[src/rtl/cfrd_ram.sv]
// ----------------------------------------------------------------------------
// cfrd_ram
// Simple dual-port RAM: one write port, one read port, registered read data.
// ----------------------------------------------------------------------------
module cfrd_ram #(
   parameter int WIDTH = 8,
   parameter int DEPTH = 64
) (
   input  logic                                      clock,
   input  logic                                      wr_en,
   input  logic [(DEPTH > 1 ? $clog2(DEPTH) : 1)-1:0] wr_addr,
   input  logic [WIDTH-1:0]                          wr_data,
   input  logic                                      rd_en,
   input  logic [(DEPTH > 1 ? $clog2(DEPTH) : 1)-1:0] rd_addr,
   output logic [WIDTH-1:0]                          rd_data
);

   logic [WIDTH-1:0] mem [DEPTH];
   logic [WIDTH-1:0] rd_data_ff;

   always_ff @(posedge clock) begin
      if (wr_en) begin
         mem[wr_addr] <= wr_data;
      end
      if (rd_en) begin
         rd_data_ff <= mem[rd_addr];
      end
   end

   assign rd_data = rd_data_ff;

endmodule

[config.mk]
export PLATFORM = sky130hd
export DESIGN_NAME = cfrd_ram
export DESIGN_NICKNAME = d
export VERILOG_FILES = /design/src/rtl/cfrd_ram.sv
export SDC_FILE = /design/constraint.sdc
export NUM_CORES = 1
export LEC_CHECK = 0
export ABC_AREA = 1
export CAP_MARGIN = 10
export CORE_UTILIZATION = 30
export DETAILED_ROUTE_END_ITERATION = 7
export DONT_BUFFER_PORTS = 1
export PLACE_DENSITY = 0.45
export SLEW_MARGIN = 20
export SYNTH_ARGS = -nofsm -noshare
export SYNTH_HDL_FRONTEND = slang
export SYNTH_SLANG_ARGS = --single-unit
[constraint.sdc]
create_clock -name clock -period 4.05 [get_ports clock]
set_input_delay 1.0125 -clock clock [delete_from_list [all_inputs] [get_ports clock]]
set_output_delay 1.0125 -clock clock [all_outputs]
set_load 0.01 [all_outputs]
; ---- Yosys cells after proc, flatten, opt, wreduce, memory -nomap -nowiden
; Memory sizes are Yosys's and may differ from the RTL's. A register that Yosys moved wholly into a read port is not among the register bits.
; Index checks and enable logic that the tools add are counted.
[classes]
eq_ne = 0
div_mod_pow = 0
n_shift = 0
n_bitwise = 0
addsub = 0
muxes = 2
n_mul = 0
magnitude_cmp = 0
reduce_logical = 0
[op_table]
columns = op, count
row1 = 1-bit two-way mux, 2
[totals]
romBits = 0
register_bits = 0
inputBits = 23
word_cells = 3
memories = 1
latch_bits = 0
ram_bits = 512
out_inout_bits = 8
[mem_list]
columns = memory, words, width, rd, rd_clocked_by_memory_dff, write_ports, line
row1 = mem, 64, 8, 1, 1, 1, 18  ; logic [WIDTH-1:0] mem [DEPTH];

; ---- Depth between registers and ports, before layout
; Gate-level depths: netlist (run 1).
[depth]
depth_word = 2
ltp_mapped = 12
depth_no_buf = 9

; ---- Worst setup path before layout (run 1)
; Ideal clock, no wire load.
[synth_path]
kind = input -> register
from = input wr_en
to = memory mem[48][0] (enable)
path_slack_ns = 1.271
t_arrival_ns = 2.384
path_buffers = 1
required_ns = 3.655
cell_stages = 3
setup_ns = 0.395
cell_sequence = clkbuf_1 > nand4_1 > nor4_1
[synth_via]
elab_chain_cells = 2
[synth_lines]
columns = element, line
row1 = "start, declared", 10  ; input logic wr_en,
row2 = 1-bit two-way mux, 22  ; if (wr_en) begin
row3 = 1-bit two-way mux (implied by the code), 23  ; mem[wr_addr] <= wr_data;
row4 = "end, declared", 18
; No other way between the ends.

; ---- Worst setup path after layout (run 1)
[layout_path]
from = input wr_addr[2] (netlist name)
to = memory mem[3][2] (enable)
[layout_rtl]
columns = element, line
row1 = "start, declared", 11  ; input logic [(DEPTH > 1 ? $clog2(DEPTH) : 1)-1:0] wr_addr,
; Straight into the memory's write port.

==> flow_summary.yaml, run 1 <==
sta:
  fmaxAchievable_mhz: 404
  tns_ns: 0
  slew_headroom_pct: 40.8
  finalCriticalPeriod_ns: 2.47
  grt_setup_unrepaired: "no"
  fin_crit_sh_pct: 61.1
  worst_slew_pin_slew_ns: 0.885
  finalSetupViolations: 0
  final_hold_viol_count: 0
  fin_worst_skew_ns: 0.0243
  maxSlewViolCount: 0
synthesis:
  async_flop_share_pct: 0
  synth_nets: 1828
  synth_cell_type_count: 15
  synth_area_leaders: "edfxtp_1, nand2_1, nand3_1, buf_6, nor2_1"
  synth.most_common_cell: "nand2_1"
  ys_ff_latch: 520
  syn_inst: 1805
  syn_area_per_cell_um2: 11.9
  syn_area_um2: 21400
  synth_commonest_cells: "nand2_1, edfxtp_1, nand3_1, nor2_1, buf_2"
  synth_edf_count: 520
  ys.flop_type: "edfxtp_1"
  ys_warn_count: 0
  yosysTopAreaCell: "edfxtp_1"
  synth_top_area_share_pct: 72.9
  ys_seq_area_share_pct: 72.9
cells_and_area:
  regArea_um2: 15600
  finalNonFillerCells: 2790
  fillCellCount: 7056
  area_growth_pct: 11.7
  drive_gt1_share_pct: 7.19
  fin_nets: 1837
  antennaDiodeCount: 0
  multi_input_area_um2: 4950
setup_path:
  worstSetupPathType: "in2reg"
  path_max_fanout: 9
  required_ns: 4.27
  critical_path_arrival_ns: 2.70
  cp-start-kind: "input port"
  end_kind: "flop"
  crit_slowest_cell: "nor2_1"
  critPathMaxStageDelay_ns: 0.84
  path_cells: "inv_1 > nand4_1 > nor2_1"
route:
  wl_per_cell_um: 21.3
  dr_wl_met2_um: 25900
  via_count: 13500
  viasPerCell: 4.82
  wirelength_um: 59400
  highest_layer: "met4"
  drt-pass1-iter-count: 5
  drc: 0
  drtIter0Drc: 997
  wl_met1_um: 28200
  ant_nets: 0
  wl_met3_um: 4220
grt:
  grt_max_degree: 258
  overflow: 0
  antenna_found_initial: 0
  grt_pass1_vias: 12900
  track_usage_pct: 16.2
  grt_pass1_wl_um: 87600
worst_hold_path:
  hold_path.class: "in2reg"
cts:
  clock_latency_ns: 0.61
  clockRootBuffer: "clkbuf_16"
  cts_tree: "done"
  cts_buffers: 54
  cts_hold_buffers: 0
  path_clk_slew_ns: 0.06
  clock-sinks: 520
  htree_levels: 2
  post_cts_buffers: 0
  clock_path_buffers: 3
  ctsResizeCount: 0
placement:
  dp_cells: 2698
  dp_hpwl_um: 32300
  place.gp.congestion: 0.757
  port_buffers: 0
floorplan:
  rows: 97
  io_pins: 31
  start_util_pct: 30.4
  dieArea_um2: 72500
  die_x_um: 269
  die_y_um: 269
  design.core.area_um2: 70400
job:
  cap_violations: 0
outcome:
  status: "complete, no violations"
power_and_ir_drop:
  p_leak_nw: 8.40
  ir_drop_mv: 0.350
  power_mw: 11.1
  p_per_area_nw_per_um2: 463
[worst max-delay path: cells and delay by family]
family | cells | cell delay [ns]
buffers and inverters | 1 | 0.16
AND/OR/NAND/NOR | 2 | 1.51
[cell type report]
class / count / area share [%]
inverter: 12 / 0.230
clock inverter: 22 / 0.627
multi-input combinational: 1160 / 20.7
sequential: 520 / 65.2
clock buffer: 70 / 5.99
tap: 940 / 4.91
timing repair buffer: 66 / 2.33
[where the power goes]
group	switching (mW)	internal (mW)	total [mW]
clock	2.02	2.59	4.61
combinational	0.328	0.146	0.474
sequential	0.0243	5.97	5.99
[worst paths after layout]
| check | startpoint | to | slack, ns | cells past startpoint |
|---|---|---|---|---|
| setup / recovery | wr_addr[2] | mem[3][2] | 1.58 | 3 |
| hold / removal | wr_data[7] | mem[30][7] | 0.50 | 0 |
| setup reg to reg | mem[23][2] | rd_data[2] | 2.52 | 8 |
| hold reg to reg | mem[32][7] | rd_data[7] | 0.90 | 8 |
[state kept, by name (all words and copies together) (netlist names)]
name,count
rd_data,8
mem,512
[cells by family (layout without fill, tap and decap cells)]
logic type	count (synthesis)	in the layout	synth area share, %
flip-flops	520	520	72.9
buffers and inverters	125	170	4.01
AND/OR/NAND/NOR	1160	1160	23.1
[per-layer routing]
metal / global-route usage [%] / up-vias
li1: - / 6370
met1: 23.7 / 6665
met2: 24.2 / 348
met3: 3.44 / 69
met4: 3.83 / 0
met5: 0 / -
[placed cells by master (no fill, tap or decap), types with 2 or more instances in the layout]
master	n
nand2_1	648
nor2_1	56
buf_12	5
clkinv_2	5
nor4_1	8
nand4_1	9
clkbuf_1	15
bufinv_16	2
clkbuf_16	55
nand3_1	439
inv_1	9
buf_4	61
clkinv_1	13
edfxtp_1	520
[stage by stage]
stage / setup slack [ns] / util, % / instance area [µm²] / hold slack (ns)
finish: 1.58 / 34.0 / 23900 / 0.498
global route: 1.56 / 34.0 / 23900 / 0.468
global placement: 1.08 / 31.8 / 22400 / 0.869
CTS: 1.63 / 34.0 / 23900 / 0.464
floorplan: 1.27 / - / 21400 / 0.797
detailed placement: 1.01 / 31.8 / 22400 / 0.893
No activity file was read; power rests on OpenSTA's default activity.
==> run 2, diff against run 1 <==
==> constraint.sdc (replaced) <==
create_clock -name clock -period 2.3 [get_ports clock]
set_input_delay 0.575 -clock clock [delete_from_list [all_inputs] [get_ports clock]]
set_output_delay 0.575 -clock clock [all_outputs]
set_load 0.01 [all_outputs]
==> run 2 against run 1 <==
- clock power increased by 91%
- sequential cell count stayed put
- global-route usage is 0.71 points higher
- routed wire length is 3.4% higher
- setup slack got worse by 1.3 ns
- largest power group unchanged
- non-clock buffer count up 39
- highest routed layer unchanged
==> flow_summary.yaml, run 2 (same netlist as run 1, synthesis figures left out) <==
sta:
  worst_slew_pin_slew_ns: 0.546
  slew_headroom_pct: 63.5
  fmaxAchievable_mhz: 487
  finalSetupViolations: 0
  final_hold_viol_count: 0
  fin_crit_sh_pct: 89.2
  grt_setup_unrepaired: "no"
  fin_worst_skew_ns: 0.0156
  finalCriticalPeriod_ns: 2.05
  maxSlewViolCount: 0
cells_and_area:
  fin_area_um2: 24500
  final_cell_mix: "nand2_1, edfxtp_1, nand3_1"
  registers.top_by_ff_count: "mem"
  fin_nets: 1876
  final_util_pct: 34.8
  final_common_cell: "nand2_1"
  drive_gt1_share_pct: 9.54
  antennaDiodeCount: 0
  fillCellCount: 7092
  area_growth_pct: 14.2
  largest_reg_flops: 512
outcome:
  status: "complete, no violations"
cts:
  clock_path_buffers: 3
  clock-sinks: 520
  path_clk_slew_ns: 0.07
  clock_latency_ns: 0.61
  cts_buffers: 54
  clockRootBuffer: "clkbuf_16"
  htree_levels: 2
  ctsResizeCount: 0
  cts_tree: "done"
  post_cts_buffers: 0
  cts_hold_buffers: 0
grt:
  grt_max_degree: 258
  grt_pass1_vias: 13500
  overflow: 0
  grt_pass1_wl_um: 91000
  antenna_found_initial: 0
  track_usage_pct: 16.9
floorplan:
  io_pins: 31
  design.core.area_um2: 70400
  die_y_um: 269
  dieArea_um2: 72500
  rows: 97
  die_x_um: 269
  start_util_pct: 30.4
setup_path:
  required_ns: 2.76
  critPathTopFamily: "simple AND/OR/NAND/NOR gates"
  critical_path_arrival_ns: 2.52
  reg2regPathDepth: 8
  worstSetupPathType: "in2reg"
  cp-start-kind: "input port"
  cp_num_buf_inv: 2
  path_max_fanout: 257
  critPathMaxStageDelay_ns: 0.42
  cp.depth: 10
  end_kind: "flop"
  crit_slowest_cell: "inv_8"
  path_cells: "inv_8 > buf_12 > nand2_1 > nand3_1 > nand3_1 > nand2_1 > nand2_1 > nand3_1 > nand3_1 > nand2_1"
route:
  ant_nets: 0
  drc: 0
  wirelength_um: 61400
  drtIter0Drc: 1308
  drt-pass1-iter-count: 7
  via_count: 13800
  viasPerCell: 4.86
  wl_per_cell_um: 21.6
power_and_ir_drop:
  p_per_area_nw_per_um2: 828
  p_leak_nw: 8.71
  ir_drop_mv: 0.557
worst_hold_path:
  hold_path.class: "in2reg"
  holdPathStages: 0
job:
  cap_violations: 0
placement:
  placed_cell_area_um2: 22700
  port_buffers: 0
  place.gp.congestion: 0.810
  dp_hpwl_um: 33900
-- run 2: final cells by class --
cell class	instances	area [µm²]	area share [%]
inverters	12	55.1	0.225
well taps	940	1180	4.81
repair buffers	105	926	3.78
flip-flops and latches	520	15600	63.8
clock buffers	65	1410	5.78
clock inverters	36	337	1.38
multi-input cells	1160	4950	20.2
-- run 2: report_power, final --
group	leakage, nW	switching, mW	internal (mW)	total (mW)
logic	3.17	0.588	0.298	0.886
registers	4.69	0.0405	10.5	10.5
clock network	0.860	3.68	5.13	8.82
total	8.71	4.31	15.9	20.2
-- run 2: worst paths after layout --
path / slack (ns) / from / to
worst max-delay path: 0.25 / rd_addr[0] / rd_data[3]
worst min-delay path: 0.07 / wr_data[2] / mem[28][2]
worst max register to register: 0.73 / mem[25][3] / rd_data[3]
worst min register to register: 0.92 / mem[48][3] / rd_data[3]
-- run 2: per-stage QoR --
step                hold WS (ns)  TNS [ns]  setup WS, ns  power [mW]  std cells
finish                    0.0714         0         0.248        20.2       2838
global route              0.0411         0         0.423        20.9       2838
floorplan                  0.674     -2.63       -0.0411        11.5       1805
global placement           0.684   -0.0665       -0.0571        11.6       2737
detailed placement         0.684   -0.0515       -0.0328        11.6       2737
CTS                       0.0382         0         0.542        20.4       2838
-- run 2: per-layer routing --
metal  GRT usage [%]  part of all wire, %  vias to the layer above
met3            3.52                  6.9                       83
met5               0                    0                        -
met1            24.5                   47                     6883
met2            25.4                   44                      375
met4            4.62                  2.0                        0
li1                -                    -                     6455
-- run 2: worst reg2reg max path: stages (launching register included) --
cell,delay [ns]
edfxtp_1,0.35
nand2_1,0.08
nand3_1,0.14
nand3_1,0.10
nand2_1,0.06
nand2_1,0.09
nand3_1,0.19
nand3_1,0.24
nand2_1,0.08
==> run 3, diff against run 2 <==
--- a/config.mk
+++ b/config.mk
@@ -7,10 +7,10 @@
 export LEC_CHECK = 0
 export ABC_AREA = 1
 export CAP_MARGIN = 10
-export CORE_UTILIZATION = 30
+export CORE_UTILIZATION = 35
 export DETAILED_ROUTE_END_ITERATION = 7
 export DONT_BUFFER_PORTS = 1
-export PLACE_DENSITY = 0.45
+export PLACE_DENSITY = 0.5
 export SLEW_MARGIN = 20
 export SYNTH_ARGS = -nofsm -noshare
 export SYNTH_HDL_FRONTEND = slang
==> run 3 against run 2 <==
- clock power fell by 4.6%
- routed wire length fell by 6.5%
- combinational power decreased by 2.9%
- final area down 1.5%
- register-to-register slack gained 0.11 ns
- via count decreased by 1.4%
- clock skew up 0.0032 ns
- critical path type unchanged
- largest power group unchanged
==> flow_summary.yaml, run 3 (same netlist as run 1, synthesis figures left out) <==
sta:
  fmaxAchievable_mhz: 550
  fin_worst_skew_ns: 0.0189
  worst_slew_pin_slew_ns: 0.681
  final.setup.worst_slack_ns: 0.482
  tns_ns: 0
  slew_headroom_pct: 54.5
  fin_crit_sh_pct: 79.0
  grt_setup_unrepaired: "no"
  finalSetupViolations: 0
  final_hold_viol_count: 0
  hold_slack_ns: 0.0645
  finalCriticalPeriod_ns: 1.82
  maxSlewViolCount: 0
route:
  wl_per_cell_um: 21.5
  drt-pass1-iter-count: 5
  via_count: 13600
  drc: 0
  wirelength_um: 57400
  viasPerCell: 5.09
  drtIter0Drc: 1278
  ant_nets: 0
grt:
  track_usage_pct: 18.6
  met2_usage_pct: 28.5
  grt_max_degree: 258
  overflow: 0
  grt_pass1_wl_um: 86800
  grt.met3_usage_pct: 4.42
  grt-busiest-layer: "met2"
  antenna_found_initial: 0
  gr-usage-met1_pct: 26.7
  grt_pass1_vias: 13400
placement:
  place_ws_ns: 0.136
  port_buffers: 0
  dp_cells: 2570
  place.gp.congestion: 0.836
  dp_hpwl_um: 32200
power_and_ir_drop:
  p_per_area_nw_per_um2: 822
  ir_drop_mv: 0.571
  p_leak_nw: 8.62
  power_mw: 19.8
cts:
  clock_path_buffers: 3
  cts_tree: "done"
  clock_latency_ns: 0.62
  ctsResizeCount: 0
  clock-sinks: 520
  clockRootBuffer: "clkbuf_16"
  cts_hold_buffers: 0
  cts_buffers: 55
  post_cts_buffers: 0
  path_clk_slew_ns: 0.06
  htree_levels: 2
setup_path:
  path_max_fanout: 257
  reg2reg_setup_slack_ns: 0.84
  end_kind: "flop"
  reg2regPathDepth: 8
  cp-start-kind: "input port"
  timing.rr.end: "rd_data[2]"
  critical_path_arrival_ns: 2.30
  worstSetupPathType: "in2reg"
  required_ns: 2.78
  r2r_start: "mem[7][2]"
cells_and_area:
  area_growth_pct: 12.5
  final_common_cell: "nand2_1"
  drive_gt1_share_pct: 9.06
  fin_nets: 1868
  final_cell_mix: "nand2_1, edfxtp_1, nand3_1"
  finalNonFillerCells: 2669
  fillCellCount: 5756
  antennaDiodeCount: 0
  registers.top_by_ff_count: "mem"
  largest_reg_flops: 512
floorplan:
  rows: 90
  dieArea_um2: 62200
  die_x_um: 249
  start_util_pct: 35.5
  die_y_um: 249
  design.core.area_um2: 60400
  io_pins: 31
outcome:
  status: "complete, no violations"
worst_hold_path:
  min_from: "wr_data[7]"
  holdPathStages: 0
  whs_endpoint: "mem[27][7]"
  hold_path.class: "in2reg"
job:
  cap_violations: 0
-- run 3: cell types whose count changed in the layout (fill, tap and decap cells not counted), sizes merged --
cell | previous run | this run
buf | 105 | 96
clkbuf | 65 | 66
bufinv | 7 | 3
clkinv | 28 | 27
clkinvlp | 0 | 2
-- run 3: worst max-delay path, stage by stage --
cell and delay [ns]:
inv_8 0.36, buf_12 0.28, buf_4 0.23, nand2_1 0.07, nand3_1 0.06, nand3_1 0.09, nand2_1 0.07, nand2_1 0.05
nand3_1 0.10, nand3_1 0.13, nand2_1 0.11
-- run 3: per-layer routing --
layer / share of wire, % / wire length (µm) / up-vias
li1: - / - / 6436
met1: 46 / 26300 / 6743
met2: 45 / 26000 / 350
met3: 7.0 / 4000 / 69
met4: 1.8 / 1060 / 0
met5: 0 / 0 / -
-- run 3: layout make-up --
type                       count  area, µm²  share of cell area, %
clock buffer                  66       1440                   5.97
clock inverter                33        239                  0.991
inverter                      12       55.1                  0.228
multi-input combinational   1160       4950                   20.5
sequential                   520      15600                   64.8
tap                          782        978                   4.06
timing repair buffer          96        833                   3.46
-- run 3: worst max-delay path by stage --
stage	startpoint	endpoint	slack, ns
2_1_floorplan	wr_en	mem[48][0]	-0.04
3_3_place_gp	rd_addr[0]	rd_data[4]	0.13
3_5_place_dp	rd_addr[0]	rd_data[4]	0.14
4_1_cts	rd_data[7]	rd_data[7]	0.55
5_1_grt	rd_data[7]	rd_data[7]	0.54
6_report	rd_addr[0]	rd_data[4]	0.48
-- run 3: where the power goes --
part	internal, mW	switching [mW]
Clock	4.76	3.65
Sequential	10.5	0.0392
Combinational	0.284	0.576
-- run 3: per-stage QoR --
| step | instance area (µm²) | util (%) |
|---|---|---|
| after floorplan | 21400 | - |
| after global placement | 22400 | 37.2 |
| after detailed placement | 22400 | 37.2 |
| after CTS | 24100 | 39.9 |
| after global routing | 24100 | 39.9 |
| final | 24100 | 39.9 |
