$ cat config.mk
export PLATFORM = sky130hd
export DESIGN_NAME = cfrd_ctrl
export DESIGN_NICKNAME = d
export VERILOG_FILES = /design/src/rtl/cfrd_pkg.sv /design/src/rtl/cfrd_ctrl.sv
export SDC_FILE = /design/constraint.sdc
export NUM_CORES = 1
export LEC_CHECK = 0
export BUFFER_PORTS_ARGS = -buffer_cell sky130_fd_sc_hd__buf_2
export CORE_AREA = 2 2 170 172
export CTS_CLUSTER_SIZE = 25
export DETAILED_ROUTE_END_ITERATION = 12
export DIE_AREA = 0 0 172 174
export SETUP_SLACK_MARGIN = 0.02
export SLEW_MARGIN = 20
export SYNTH_ARGS = -nofsm -noshare
export SYNTH_HDL_FRONTEND = slang
export SYNTH_SLANG_ARGS = --single-unit
export TNS_END_PERCENT = 100
$ cat constraint.sdc
create_clock -name clock -period 11.85 [get_ports clock]
set_input_delay 0 -clock clock [delete_from_list [all_inputs] [get_ports clock]]
set_output_delay 0 -clock clock [all_outputs]
set_load 0.02 [all_outputs]
$ cat src/rtl/cfrd_pkg.sv
// ----------------------------------------------------------------------------
// cfrd_pkg
// Shared types and constants for the CAN receive frame queue.
// ----------------------------------------------------------------------------
package cfrd_pkg;

   // Item kinds on the request channel
   localparam logic KIND_FRAME = 1'b0;
   localparam logic KIND_TICK  = 1'b1;

   localparam int REQ_DATA_W = 96;   // bus, can_id, length, payload, zero pad
   localparam int RSP_DATA_W = 128;  // bus, id, length, payload, drop total, zero pad
   localparam int ENTRY_W    = 92;   // stored frame: {payload, length, can_id, bus}
   localparam int DROP_W     = 32;

   localparam logic [3:0] LEN_MAX       = 4'd8;
   localparam logic [4:0] BUDGET_RESET  = 5'd8;
   localparam logic [4:0] BUDGET_MAX    = 5'd16;

   typedef enum logic [1:0] {
      ST_ACCEPTED  = 2'd0,
      ST_DROPPED   = 2'd1,
      ST_DELIVERED = 2'd2,
      ST_EMPTY     = 2'd3
   } rsp_status_type;

   typedef enum logic [1:0] {
      S_IDLE,
      S_FETCH,
      S_EMIT
   } state_type;

   typedef struct packed {
      logic full;
      logic empty;
      logic busy;
   } queue_stat_type;

endpackage

$ cat src/rtl/cfrd_ctrl.sv
// ----------------------------------------------------------------------------
// cfrd_ctrl
// Queue control: pointers, drop counter, drain sequencer and result register.
// ----------------------------------------------------------------------------
module cfrd_ctrl
   import cfrd_pkg::*;
#(
   parameter int QUEUE_DEPTH = 64
) (
   input  logic                  clock,
   input  logic                  reset,
   input  logic [3:0]            budget_lim,   // frames per tick, minus one
   input  logic                  req_tvalid,
   output logic                  req_tready,
   input  logic [REQ_DATA_W-1:0] req_tdata,
   input  logic                  req_tuser,
   output logic                  rsp_tvalid,
   input  logic                  rsp_tready,
   output logic [RSP_DATA_W-1:0] rsp_tdata,
   output logic [1:0]            rsp_tuser,
   output logic                  rsp_tlast,
   output logic                  ram_wr_en,
   output logic [(QUEUE_DEPTH > 1 ? $clog2(QUEUE_DEPTH) : 1)-1:0] ram_wr_addr,
   output logic [ENTRY_W-1:0]    ram_wr_data,
   output logic                  ram_rd_en,
   output logic [(QUEUE_DEPTH > 1 ? $clog2(QUEUE_DEPTH) : 1)-1:0] ram_rd_addr,
   input  logic [ENTRY_W-1:0]    ram_rd_data,
   output queue_stat_type        stat
);

   localparam int SLOT_W = (QUEUE_DEPTH > 1) ? $clog2(QUEUE_DEPTH) : 1;
   localparam logic [SLOT_W-1:0] SLOT_LAST = SLOT_W'(QUEUE_DEPTH - 1);

   state_type             state_ff, state_in;
   logic [SLOT_W-1:0]     wr_slot_ff, wr_slot_in, rd_slot_ff, rd_slot_in;
   logic                  wr_ph_ff, wr_ph_in, rd_ph_ff, rd_ph_in;
   logic [DROP_W-1:0]     drop_cnt_ff, drop_cnt_in;
   logic [3:0]            cnt_ff, cnt_in, lim_ff, lim_in;
   logic                  rsp_valid_ff, rsp_valid_in;
   rsp_status_type        rsp_status_ff, rsp_status_in;
   logic [RSP_DATA_W-1:0] rsp_data_ff, rsp_data_in;
   logic                  rsp_last_ff, rsp_last_in;

   logic                  out_free, req_fire, full, empty, last_emit;
   logic [SLOT_W-1:0]     wr_slot_nx, rd_slot_nx;
   logic                  wr_ph_nx, rd_ph_nx;
   logic [3:0]            len_clamp;
   logic [63:0]           pay_masked;

   assign out_free = !rsp_valid_ff || rsp_tready;
   assign req_fire = req_tvalid && req_tready;
   assign full     = (wr_slot_ff == rd_slot_ff) && (wr_ph_ff != rd_ph_ff);
   assign empty    = (wr_slot_ff == rd_slot_ff) && (wr_ph_ff == rd_ph_ff);

   assign wr_slot_nx = (wr_slot_ff == SLOT_LAST) ? '0 : wr_slot_ff + 1'b1;
   assign wr_ph_nx   = (wr_slot_ff == SLOT_LAST) ? !wr_ph_ff : wr_ph_ff;
   assign rd_slot_nx = (rd_slot_ff == SLOT_LAST) ? '0 : rd_slot_ff + 1'b1;
   assign rd_ph_nx   = (rd_slot_ff == SLOT_LAST) ? !rd_ph_ff : rd_ph_ff;

   // Stop on budget or when the queue runs dry
   assign last_emit = (cnt_ff == lim_ff) ||
                      ((rd_slot_nx == wr_slot_ff) && (rd_ph_nx == wr_ph_ff));

   // Clamp length and zero bytes beyond it
   always_comb begin
      len_clamp = (req_tdata[27:24] > LEN_MAX) ? LEN_MAX : req_tdata[27:24];
      for (int b = 0; b < 8; b++) begin
         pay_masked[b*8 +: 8] = (4'(b) < len_clamp) ? req_tdata[28 + b*8 +: 8] : 8'h00;
      end
   end

   // Next state
   always_comb begin
      state_in = state_ff;
      unique case (state_ff)
         S_IDLE: begin
            if (req_fire && req_tuser == KIND_TICK && !empty) begin
               state_in = S_FETCH;
            end
         end
         S_FETCH: state_in = S_EMIT;
         S_EMIT: begin
            if (out_free && last_emit) begin
               state_in = S_IDLE;
            end
         end
         default: state_in = S_IDLE;
      endcase
   end

   // Outputs and datapath
   always_comb begin
      req_tready    = (state_ff == S_IDLE) && out_free;
      wr_slot_in    = wr_slot_ff;
      wr_ph_in      = wr_ph_ff;
      rd_slot_in    = rd_slot_ff;
      rd_ph_in      = rd_ph_ff;
      drop_cnt_in   = drop_cnt_ff;
      cnt_in        = cnt_ff;
      lim_in        = lim_ff;
      rsp_valid_in  = rsp_valid_ff && !rsp_tready;
      rsp_status_in = rsp_status_ff;
      rsp_data_in   = rsp_data_ff;
      rsp_last_in   = rsp_last_ff;
      ram_wr_en     = 1'b0;
      ram_wr_addr   = wr_slot_ff;
      ram_wr_data   = {pay_masked, len_clamp, req_tdata[23:0]};
      ram_rd_en     = 1'b0;
      ram_rd_addr   = rd_slot_ff;

      unique case (state_ff)
         S_IDLE: begin
            if (req_fire) begin
               rsp_valid_in = 1'b1;
               rsp_last_in  = 1'b1;
               if (req_tuser == KIND_FRAME) begin
                  if (full) begin
                     drop_cnt_in   = drop_cnt_ff + 1'b1;
                     rsp_status_in = ST_DROPPED;
                  end else begin
                     ram_wr_en     = 1'b1;
                     wr_slot_in    = wr_slot_nx;
                     wr_ph_in      = wr_ph_nx;
                     rsp_status_in = ST_ACCEPTED;
                  end
                  rsp_data_in = {{(RSP_DATA_W - DROP_W - ENTRY_W){1'b0}},
                                 drop_cnt_in, {ENTRY_W{1'b0}}};
               end else if (empty) begin
                  rsp_status_in = ST_EMPTY;
                  rsp_data_in   = {{(RSP_DATA_W - DROP_W - ENTRY_W){1'b0}},
                                   drop_cnt_ff, {ENTRY_W{1'b0}}};
               end else begin
                  // Start a drain: no result yet, fetch the oldest frame
                  rsp_valid_in = 1'b0;
                  ram_rd_en    = 1'b1;
                  cnt_in       = '0;
                  lim_in       = budget_lim;
               end
            end
         end
         S_FETCH: ;
         S_EMIT: begin
            if (out_free) begin
               rsp_valid_in  = 1'b1;
               rsp_status_in = ST_DELIVERED;
               rsp_last_in   = last_emit;
               rsp_data_in   = {{(RSP_DATA_W - DROP_W - ENTRY_W){1'b0}},
                                drop_cnt_ff, ram_rd_data};
               rd_slot_in    = rd_slot_nx;
               rd_ph_in      = rd_ph_nx;
               cnt_in        = cnt_ff + 1'b1;
               // Prefetch the next frame so one leaves each cycle while the output is not stalled
               ram_rd_en     = !last_emit;
               ram_rd_addr   = rd_slot_nx;
            end
         end
         default: ;
      endcase
   end

   always_ff @(posedge clock) begin
      if (reset) begin
         state_ff     <= S_IDLE;
         wr_slot_ff   <= '0;
         wr_ph_ff     <= 1'b0;
         rd_slot_ff   <= '0;
         rd_ph_ff     <= 1'b0;
         drop_cnt_ff  <= '0;
         cnt_ff       <= '0;
         lim_ff       <= '0;
         rsp_valid_ff <= 1'b0;
      end else begin
         state_ff     <= state_in;
         wr_slot_ff   <= wr_slot_in;
         wr_ph_ff     <= wr_ph_in;
         rd_slot_ff   <= rd_slot_in;
         rd_ph_ff     <= rd_ph_in;
         drop_cnt_ff  <= drop_cnt_in;
         cnt_ff       <= cnt_in;
         lim_ff       <= lim_in;
         rsp_valid_ff <= rsp_valid_in;
      end
      rsp_status_ff <= rsp_status_in;
      rsp_data_ff   <= rsp_data_in;
      rsp_last_ff   <= rsp_last_in;
   end

   assign rsp_tvalid = rsp_valid_ff;
   assign rsp_tdata  = rsp_data_ff;
   assign rsp_tuser  = rsp_status_ff;
   assign rsp_tlast  = rsp_last_ff;

   assign stat.full  = full;
   assign stat.empty = empty;
   assign stat.busy  = (state_ff != S_IDLE);

endmodule

* Word-level counts from Yosys, hierarchy flattened
Cells that the tools add are included.
** Operators by class
- Add/sub/neg operators :: 4
- Order comparisons :: 9
- Equality and inequality tests :: 17
- Multiplexer cells :: 51
- Bitwise logic cells :: 3
- Reductions and logical operators :: 29
** Operators by type and width (count)
- 128-bit two-way mux :: 4
- 128-bit case mux with 2 select lines :: 1
- 8-bit two-way mux :: 8
- 32-bit by 1-bit adder with 32-bit output (second input constant) :: 1
- 32-bit two-way mux :: 1
- 6-bit two-way mux :: 4
- 4-bit two-way mux :: 5
- 3-bit by 4-bit < comparator with 1-bit output (first input constant) :: 4
- 1-bit two-way mux :: 16
- 6-bit by 1-bit adder with 6-bit output (second input constant) :: 2
- 6-bit == test :: 2
- 6-bit == test (second input constant) :: 2
- 2-bit two-way mux :: 6
- 2-bit != test (second input constant) :: 6
- 4-bit AND reduction :: 3
- 5-bit AND reduction :: 2
- 1-bit logical AND :: 9
- 1-bit by 4-bit < comparator with 1-bit output (first input constant) :: 2
- 2-bit by 4-bit < comparator with 1-bit output (first input constant) :: 2
- 4-bit case mux with 2 select lines :: 1
- 1-bit zero test :: 6
- 1-bit case mux with 2 select lines :: 3
- 2-bit case mux with 3 select lines :: 1
- 3-bit AND reduction :: 2
- other kinds (14) :: 20
** Word-level totals
- Bits in registers :: 188
- Bits of input ports :: 197
- Output and inout port bits :: 242
- Logic and storage cells :: 125

* Depth between registers and ports, before layout
Gate-level depths: netlist of the first run.
- Word-level depth :: 8
- Depth in mapped cells :: 10
- Depth with buffers taken out :: 7

* Worst setup path after synthesis of the first run
OpenSTA, ideal clock, no wires.
- Kind :: register to register
- Start point :: reg wr_slot_ff[0], in the netlist ram_wr_addr[0]
- End point :: reg rsp_data_ff[0], in the netlist rsp_tdata[0], enable pin
- Setup time :: 0.804 ns
- Arrival :: 10.430 ns
- Required time :: 11.046 ns
- Slack :: 0.616 ns
- Stages on the path, launching flop included :: 7
- Path buffers :: 1
- Period minus slack after synthesis :: 11.234 ns
- Cell sequence :: dfxtp_1 clkbuf_1 xnor2_1 and4b_1 and3_1 nor2_1 a21boi_0
** On the way
- Longest elaborated chain between the ends :: 4
** RTL lines
- from (decl) :: line cfrd_ctrl.sv:35 : logic [SLOT_W-1:0] wr_slot_ff, wr_slot_in, rd_slot_ff, rd_slot_in;
- from (signal assigned) :: line cfrd_ctrl.sv:174 : wr_slot_ff <= wr_slot_in;
- 6-bit == test :: line cfrd_ctrl.sv:53 : assign empty = (wr_slot_ff == rd_slot_ff) && (wr_ph_ff == rd_ph_ff);
- 1-bit logical AND :: line cfrd_ctrl.sv:53
- net empty :: line cfrd_ctrl.sv:44 : logic out_free, req_fire, full, empty, last_emit;
- 3-bit != test (no source line)
- 4-bit AND reduction (no source line)
- to (signal assigned) :: line cfrd_ctrl.sv:184 : rsp_data_ff <= rsp_data_in;
- to (decl) :: line cfrd_ctrl.sv:41 : logic [RSP_DATA_W-1:0] rsp_data_ff, rsp_data_in;
The timed path passes the listed nets, and every way through them passes these cells.
A chain may end at the register's enable or synchronous reset.

* Final worst setup path of the first run
- Start point :: reg state_ff[1]
- End point :: reg rsp_data_ff[89], in the netlist rsp_tdata[89], enable pin
** On the way
- Longest elaborated chain between the ends :: 5
- Elaborated cells between the ends (all ways) :: 9
- Classes of those cells :: 4 x eq/ne; 5 x reduce/logical
** RTL lines
- from (decl) :: line cfrd_ctrl.sv:34 : state_type state_ff, state_in;
- from (signal assigned) :: line cfrd_ctrl.sv:173 : state_ff <= state_in;
- 2-bit zero test :: line cfrd_ctrl.sv:93, cfrd_ctrl.sv:111
- 1-bit logical AND :: line cfrd_ctrl.sv:93 : req_tready = (state_ff == S_IDLE) && out_free;
- 1-bit logical AND :: line cfrd_ctrl.sv:51 : assign req_fire = req_tvalid && req_tready;
- 2-bit != test (no source line)
- 4-bit AND reduction (no source line) (*)
Mark *: on every way between the ends. The rest lies on a longest branch, timed or not.

==> results of run 1 <==
power by group through the flow:
stage	clock network [mW]	registers (mW)	logic, mW
floorplan	0	0.799	0.0732
global placement	0	0.744	0.194
detailed placement	0	0.745	0.193
CTS	0.548	0.731	0.221
global route	0.576	0.734	0.233
finish	0.536	0.730	0.219
critical path, delay by kind of cell, from the launching register on:
kind,cells,cell delay (ps)
AOI/OAI and AO/OA,1,220
and+or+nand+nor,3,740
DFF,1,380
buffers and inverters,2,1330
sequential cells by signal, summed over array words and instances, names as in the netlist:
register     count
rsp_tdata      124
drop_cnt_ff     32
ram_wr_addr      6
rd_slot_ff       6
cnt_ff           4
lim_ff           4
rsp_tuser        2
state_ff         2
rd_ph_ff         1
rsp_tlast        1
rsp_tvalid       1
wr_ph_ff         1
cell type report:
cell class                 count  area (µm²)  share of cell area
tap                          384       480.5             0.03912
clock buffer                  18       429.2             0.03494
inverter                       5       18.77            0.001528
timing repair buffer         488        2958              0.2408
sequential                   184        4955              0.4034
multi-input combinational    529        3321              0.2704
clock inverter                14       120.1            0.009780
cell families after synthesis:
logic type,Yosys count,synth area share
adders and majority gates,4,0.005777
xor gates and xnor gates,80,0.08088
buffers and inverters,75,0.04824
DFF,184,0.5719
other,1,0.0004329
muxes,6,0.006933
AOI/OAI and AO/OA,46,0.03379
and+or+nand+nor,389,0.2520
path summary, 6_finish.rpt:
check / slack (ps) / from / end
hold reg to reg: 520 / drop_cnt_ff[31]$_SDFFE_PP0P_ / drop_cnt_ff[31]$_SDFFE_PP0P_
setup / recovery: 8710 / state_ff[1]$_SDFFE_PP0P_ / rsp_tdata[89]$_SDFFCE_PN0P_
hold / removal: 0.008 / req_tdata[23] / ram_wr_data[23]
setup reg to reg: 8710 / state_ff[1]$_SDFFE_PP0P_ / rsp_tdata[89]$_SDFFCE_PN0P_
per-layer routing:
| metal | global-route usage | part of all wire | vias up |
|---|---|---|---|
| li1 | - | - | 3517 |
| met1 | 0.1765 | 0.37 | 3367 |
| met2 | 0.3281 | 0.53 | 304 |
| met3 | 0.03643 | 0.068 | 57 |
| met4 | 0.08228 | 0.034 | 0 |
| met5 | 0 | 0 | - |
through the flow:
| stage | utilization | hold slack, ps |
|---|---|---|
| 2_1_floorplan | - | 112.6 |
| 4_1_cts | 0.4350 | 0.1367 |
| 6_report | 0.4350 | 0.007795 |
| 3_5_place_dp | 0.3801 | 0.1367 |
| 5_1_grt | 0.4350 | 0.03220 |
| 3_3_place_gp | 0.3801 | 0.1367 |
layout by cell type, fill, tap and decap left out, types with 3 or more instances in the layout:
cell type        n
buf_2          382
edfxtp_1       127
and2_1         109
dlygate4sd3_1  100
nor2b_1         67
nor2_1          64
dfxtp_1         57
nand2_1         49
xnor2_1         47
xor2_1          33
nand3_1         24
clkbuf_16       17
nor3_1          15
and3_1          14
a21oi_1         14
nand4_1         12
o21ai_0          9
or3_1            8
a31oi_1          7
mux2i_1          6
buf_4            6
inv_1            5
and4_1           4
ha_1             4
conb_1           4
clkinvlp_4       4
o31ai_1          3
nor3_2           3
nand2b_1         3
==> results.cfg, run 1 <==
[run_status]
status = finished clean

[floorplanning]
die_area_um2 = 29930
num_rows = 62
dieHeight_um = 174
start_util = 0.3068
die_x_um = 172
coreArea_um2 = 28240
ios = 439

[power_and_ir_drop]
intPower_mw = 1.079
switching_share = 0.2732
switchingPower_uw = 405.7
clockPowerShare = 0.361
seqPwrFrac = 0.492
cellLeakagePower_nw = 5.330
combPwrFrac = 0.147
p_per_area_nw_per_um2 = 120.9
finalPower_mw = 1.485
vdd_drop_max_v = 0.0001009

[cts]
root_buffer = clkbuf_16
htree_levels = 4
clock_sinks = 184
ctsLongestPathBuffers = 2
clk_pin_slew_ps = 70
clock_latency_ps = 440
cts_tree = done
cts_hold_buf = 100
ctsResizeCount = 0
cts_setup_buffers = 0
cts_buffers = 17

[grt]
grt_overflow = 0
gr-usage-all-layers = 0.1725
grt_pass1_vias = 7182
grt_pass1_wl_um = 39160
grt_max_degree = 95
antenna_found_initial = 0

[min_path]
hold_class = in -> out
min_path_cells = 0

[critical_path]
r2r_cells = 6
critical_path_required_ps = 11900
cp_max_fo = 94
cpPeakStageDelay_ps = 770
worstPathCellList = nor2b_4 -> buf_4 -> nand2_1 -> nand2_1 -> a21boi_4 -> buf_4
crit_path_end_kind = register
critPathSlowestCell = buf_4
arrival_ps = 3190
crit_path_start_kind = register
path_class = reg -> reg

[sta]
period_needed_ps = 3140
hold_viol_final = 0
maxSlewHeadroom = 0.3041
worstMarginPinSlew_ps = 1044
finalSetupViolCount = 0
fmax_mhz = 318.5
finalWorstSetupSlack_ps = 8710
rsz0062_at_grt = no
slew_violations = 0
fin_tns_setup_ps = 0
fin_crit_sh = 0.2650
skew_ps = 11.66

[finish]
stdcell_count = 1622
post-route-cell-area_um2 = 12280
drive_gt1_frac = 0.3473
fin_nets = 1426
n_antenna_cell = 0
syn_to_final_growth_pct = 41.77
fillers = 2734

[logic_synthesis]
synth_cells = 785
ys_seq_area_frac = 0.5719
yosysUniqueCellTypes = 49
yosysMostFrequentCell = edfxtp_1
synth_area_leaders = edfxtp_1 (44%), dfxtp_1 (13%), and2_1 (7.9%)
ys_async_sr_fraction = 0
synth_top_area_cell = edfxtp_1
ys_seq_elements = 184
synth_common_cells = edfxtp_1 (127), and2_1 (109), nor2b_1 (68), nor2_1 (64), dfxtp_1 (57)
synthFlopType = edfxtp_1
synth_edf_count = 127
yosysWarnings = 0
syn_area_per_cell_um2 = 11.04
mappedNetlistArea_um2 = 8663
synth_top_area_frac = 0.4402

[drt]
ant_nets = 0
dr_total_vias = 7245
wl_um = 26990
first_pass_iters = 4
drtIter0Drc = 425
drc = 0
avgViaCountPerCell = 4.467
wl_per_cell_um = 16.64

[placed_design]
dpl.hpwl_um = 19200
place_area_um2 = 10730
gp_congestion = 0.8901
place_inst = 1490
io_buffers = 382
dp_slack_ps = 8608

[flow_run]
maxCapViolCount = 0
(Power assumes the default switching activity.)
==> run 2, diff against run 1 <==
--- a/config.mk
+++ b/config.mk
@@ -5,11 +5,12 @@
 export SDC_FILE = /design/constraint.sdc
 export NUM_CORES = 1
 export LEC_CHECK = 0
+export ABC_AREA = 1
 export BUFFER_PORTS_ARGS = -buffer_cell sky130_fd_sc_hd__buf_2
-export CORE_AREA = 2 2 170 172
+export CORE_MARGIN = 2
+export CORE_UTILIZATION = 35
 export CTS_CLUSTER_SIZE = 25
 export DETAILED_ROUTE_END_ITERATION = 12
-export DIE_AREA = 0 0 172 174
 export SETUP_SLACK_MARGIN = 0.02
 export SLEW_MARGIN = 20
 export SYNTH_ARGS = -nofsm -noshare
==> constraint.sdc (replaced) <==
create_clock -name clock -period 3 [get_ports clock]
set_input_delay 0 -clock clock [delete_from_list [all_inputs] [get_ports clock]]
set_output_delay 0 -clock clock [all_outputs]
set_load 0.02 [all_outputs]
==> run 2 against run 1 <==
  * Clock skew is 2.1 ps lower
  * Cell area grew 11%
  * Highest routed layer unchanged
  * Register-to-register slack worse by 8000 ps
  * Non-clock buffer count rose by 4
  * Wire length up 19%
  * Die area decreased by 0.72%
  * Combinational power grew to 6.7 times the previous value
==> results.cfg, run 2 <==
[grt]
grt_overflow = 0
gr-usage-all-layers = 0.2083
grt_pass1_wl_um = 47510
antenna_found_initial = 3
grt_pass1_vias = 9256
grt_max_degree = 98

[logic_synthesis]
synth_area_leaders = edfxtp_1 (38%), nand2_1 (12%), dfxtp_1 (12%)
synth_top_area_cell = edfxtp_1
yosysWarnings = 0
ys_seq_area_frac = 0.4994
synth_top_area_frac = 0.3844
synth_common_cells = nand2_1 (305), inv_1 (268), nor2_1 (225), edfxtp_1 (127), nand3_1 (93)
ys_seq_elements = 184
synth_cells = 1309
synth_edf_count = 127
yosysMostFrequentCell = nand2_1
ys_async_sr_fraction = 0
synthFlopType = edfxtp_1
syn_area_per_cell_um2 = 7.580
mappedNetlistArea_um2 = 9922
yosysUniqueCellTypes = 34

[cts]
ctsResizeCount = 0
ctsLongestPathBuffers = 2
cts_buffers = 17
clk_pin_slew_ps = 80
cts_tree = done
clock_latency_ps = 440
root_buffer = clkbuf_16
htree_levels = 4
cts_setup_buffers = 0
clock_sinks = 184

[placed_design]
dpl.hpwl_um = 23460
gp_congestion = 0.9504
dp_slack_ps = 706.8
io_buffers = 382

[sta]
fin_crit_sh = 0.8018
rsz0062_at_grt = no
period_needed_ps = 2405
skew_ps = 9.524
hold_viol_final = 0
maxSlewHeadroom = 0.3253
fmax_mhz = 415.7
slew_violations = 0
finalWorstSetupSlack_ps = 594.5
worstMarginPinSlew_ps = 1012
finalSetupViolCount = 0

[run_status]
status = finished clean

[floorplanning]
start_util = 0.3562
coreArea_um2 = 27860
die_x_um = 172.4
num_rows = 61
dieHeight_um = 172.4
die_area_um2 = 29710
ios = 439

[critical_path]
rrSetupSlack_ps = 700
crit_path_start_kind = register
critPathSlowestCell = dfxtp_1
cpPeakStageDelay_ps = 450
cp_max_fo = 9
cp_num_buf_inv = 1
critical_path_required_ps = 3000
arrival_ps = 2410
crit_family = simple AND/OR/NAND/NOR gates
crit_path_end_kind = primary output
path_class = reg -> out
worstPathCellList = ha_1 -> nand2_1 -> nor2_2 -> nand2_2 -> nand2_1 -> nand2_1 -> nand2_1 -> nand2_1 -> nor2_1 -> nand2_1 -> nand3_1 -> nand2_1 -> buf_2
cp_common_cell = nand2_1

[power_and_ir_drop]
p_per_area_nw_per_um2 = 505.3
switching_share = 0.3175
switchingPower_mw = 2.191
combPwrFrac = 0.213
vdd_drop_max_v = 0.0003276
intPower_mw = 4.712
clockPowerShare = 0.336
seqPwrFrac = 0.451
cellLeakagePower_nw = 7.106

[min_path]
hold_class = in -> out

[finish]
fin_util = 0.4904
syn_to_final_growth_pct = 37.69
fin_nets = 1952
drive_gt1_frac = 0.2681
final_common_cell = buf_2
layout_common_cells = buf_2 (382), nand2_1 (303), inv_1 (264)
largest_reg_flops = 124

[drt]
drc = 0
first_pass_iters = 5
ant_nets = 0
dr_total_vias = 9710
drtIter0Drc = 703
avgViaCountPerCell = 4.527
wl_um = 32240
wl_per_cell_um = 15.03

[flow_run]
maxCapViolCount = 0
==> run 2: worst paths after layout <==
kind | start | cells past startpoint | to
worst max-delay path | rd_slot_ff[0]$_SDFF_PP0_ | 13 | ram_rd_en
worst min-delay path | req_tdata[21] | 0 | ram_wr_data[21]
worst max register to register | ram_wr_addr[4]$_SDFFE_PP0P_ | 10 | rsp_tdata[90]$_SDFFCE_PN0P_
worst min register to register | lim_ff[0]$_SDFFE_PP0P_ | 2 | lim_ff[0]$_SDFFE_PP0P_
==> run 2: per-layer routing <==
layer / vias up / share of wire / GRT usage
met5: - / 0 / 0
met4: 0 / 0.049 / 0.1209
met3: 78 / 0.061 / 0.03983
met2: 365 / 0.51 / 0.3838
met1: 4397 / 0.38 / 0.2206
li1: 4870 / - / -
==> run 2: final cells by class <==
type	instances	area (µm²)
tap	378	473.0
sequential	184	4976
inverter	275	1036
timing repair buffer	492	3023
fill	2674	14200
clock buffer	17	425.4
antenna	3	7.507
multi-input combinational	781	3548
clock inverter	15	172.7
==> run 2: through the flow <==
stage	power (mW)	TNS, ps	std cells	instance area [µm²]	hold slack (ps)
5_1_grt	7.205	0	2145	13660	0.03224
2_1_floorplan	4.047	-23990	1312	10010	103.1
3_3_place_gp	4.535	0	2011	12070	0.1367
3_5_place_dp	4.545	0	2011	12070	0.1367
4_1_cts	6.969	0	2142	13650	0.1367
6_report	6.903	0	2145	13660	0.007805
==> run 2: power groups by stage <==
stage | sequential, mW | combinational, mW | clock [mW]
final | 3.11 | 1.47 | 2.32
after global routing | 3.14 | 1.61 | 2.46
after CTS | 3.11 | 1.48 | 2.38
after detailed placement | 3.17 | 1.37 | 0
after global placement | 3.16 | 1.37 | 0
after floorplan | 3.43 | 0.620 | 0
==> run 2: cell families (layout without fill, tap and decap cells) <==
kind of cell               after synthesis  after routing  share of synthesized area
other                                    1              7                  0.0003779
xor gates and xnor gates                29             29                    0.02560
adders and majority gates                4              4                   0.005044
buffers and inverters                  347            799                     0.1482
and+or+nand+nor                        674            674                     0.2836
AOI/OAI and AO/OA                       70             70                    0.03783
DFF                                    184            184                     0.4994
==> run 2: repair_timing <==
action / 4_1_cts / 5_1_grt
hold buffers: 99 / 0
hold endpoints to repair: 110 / 0
endpoints found under the setup margin: 0 / 0
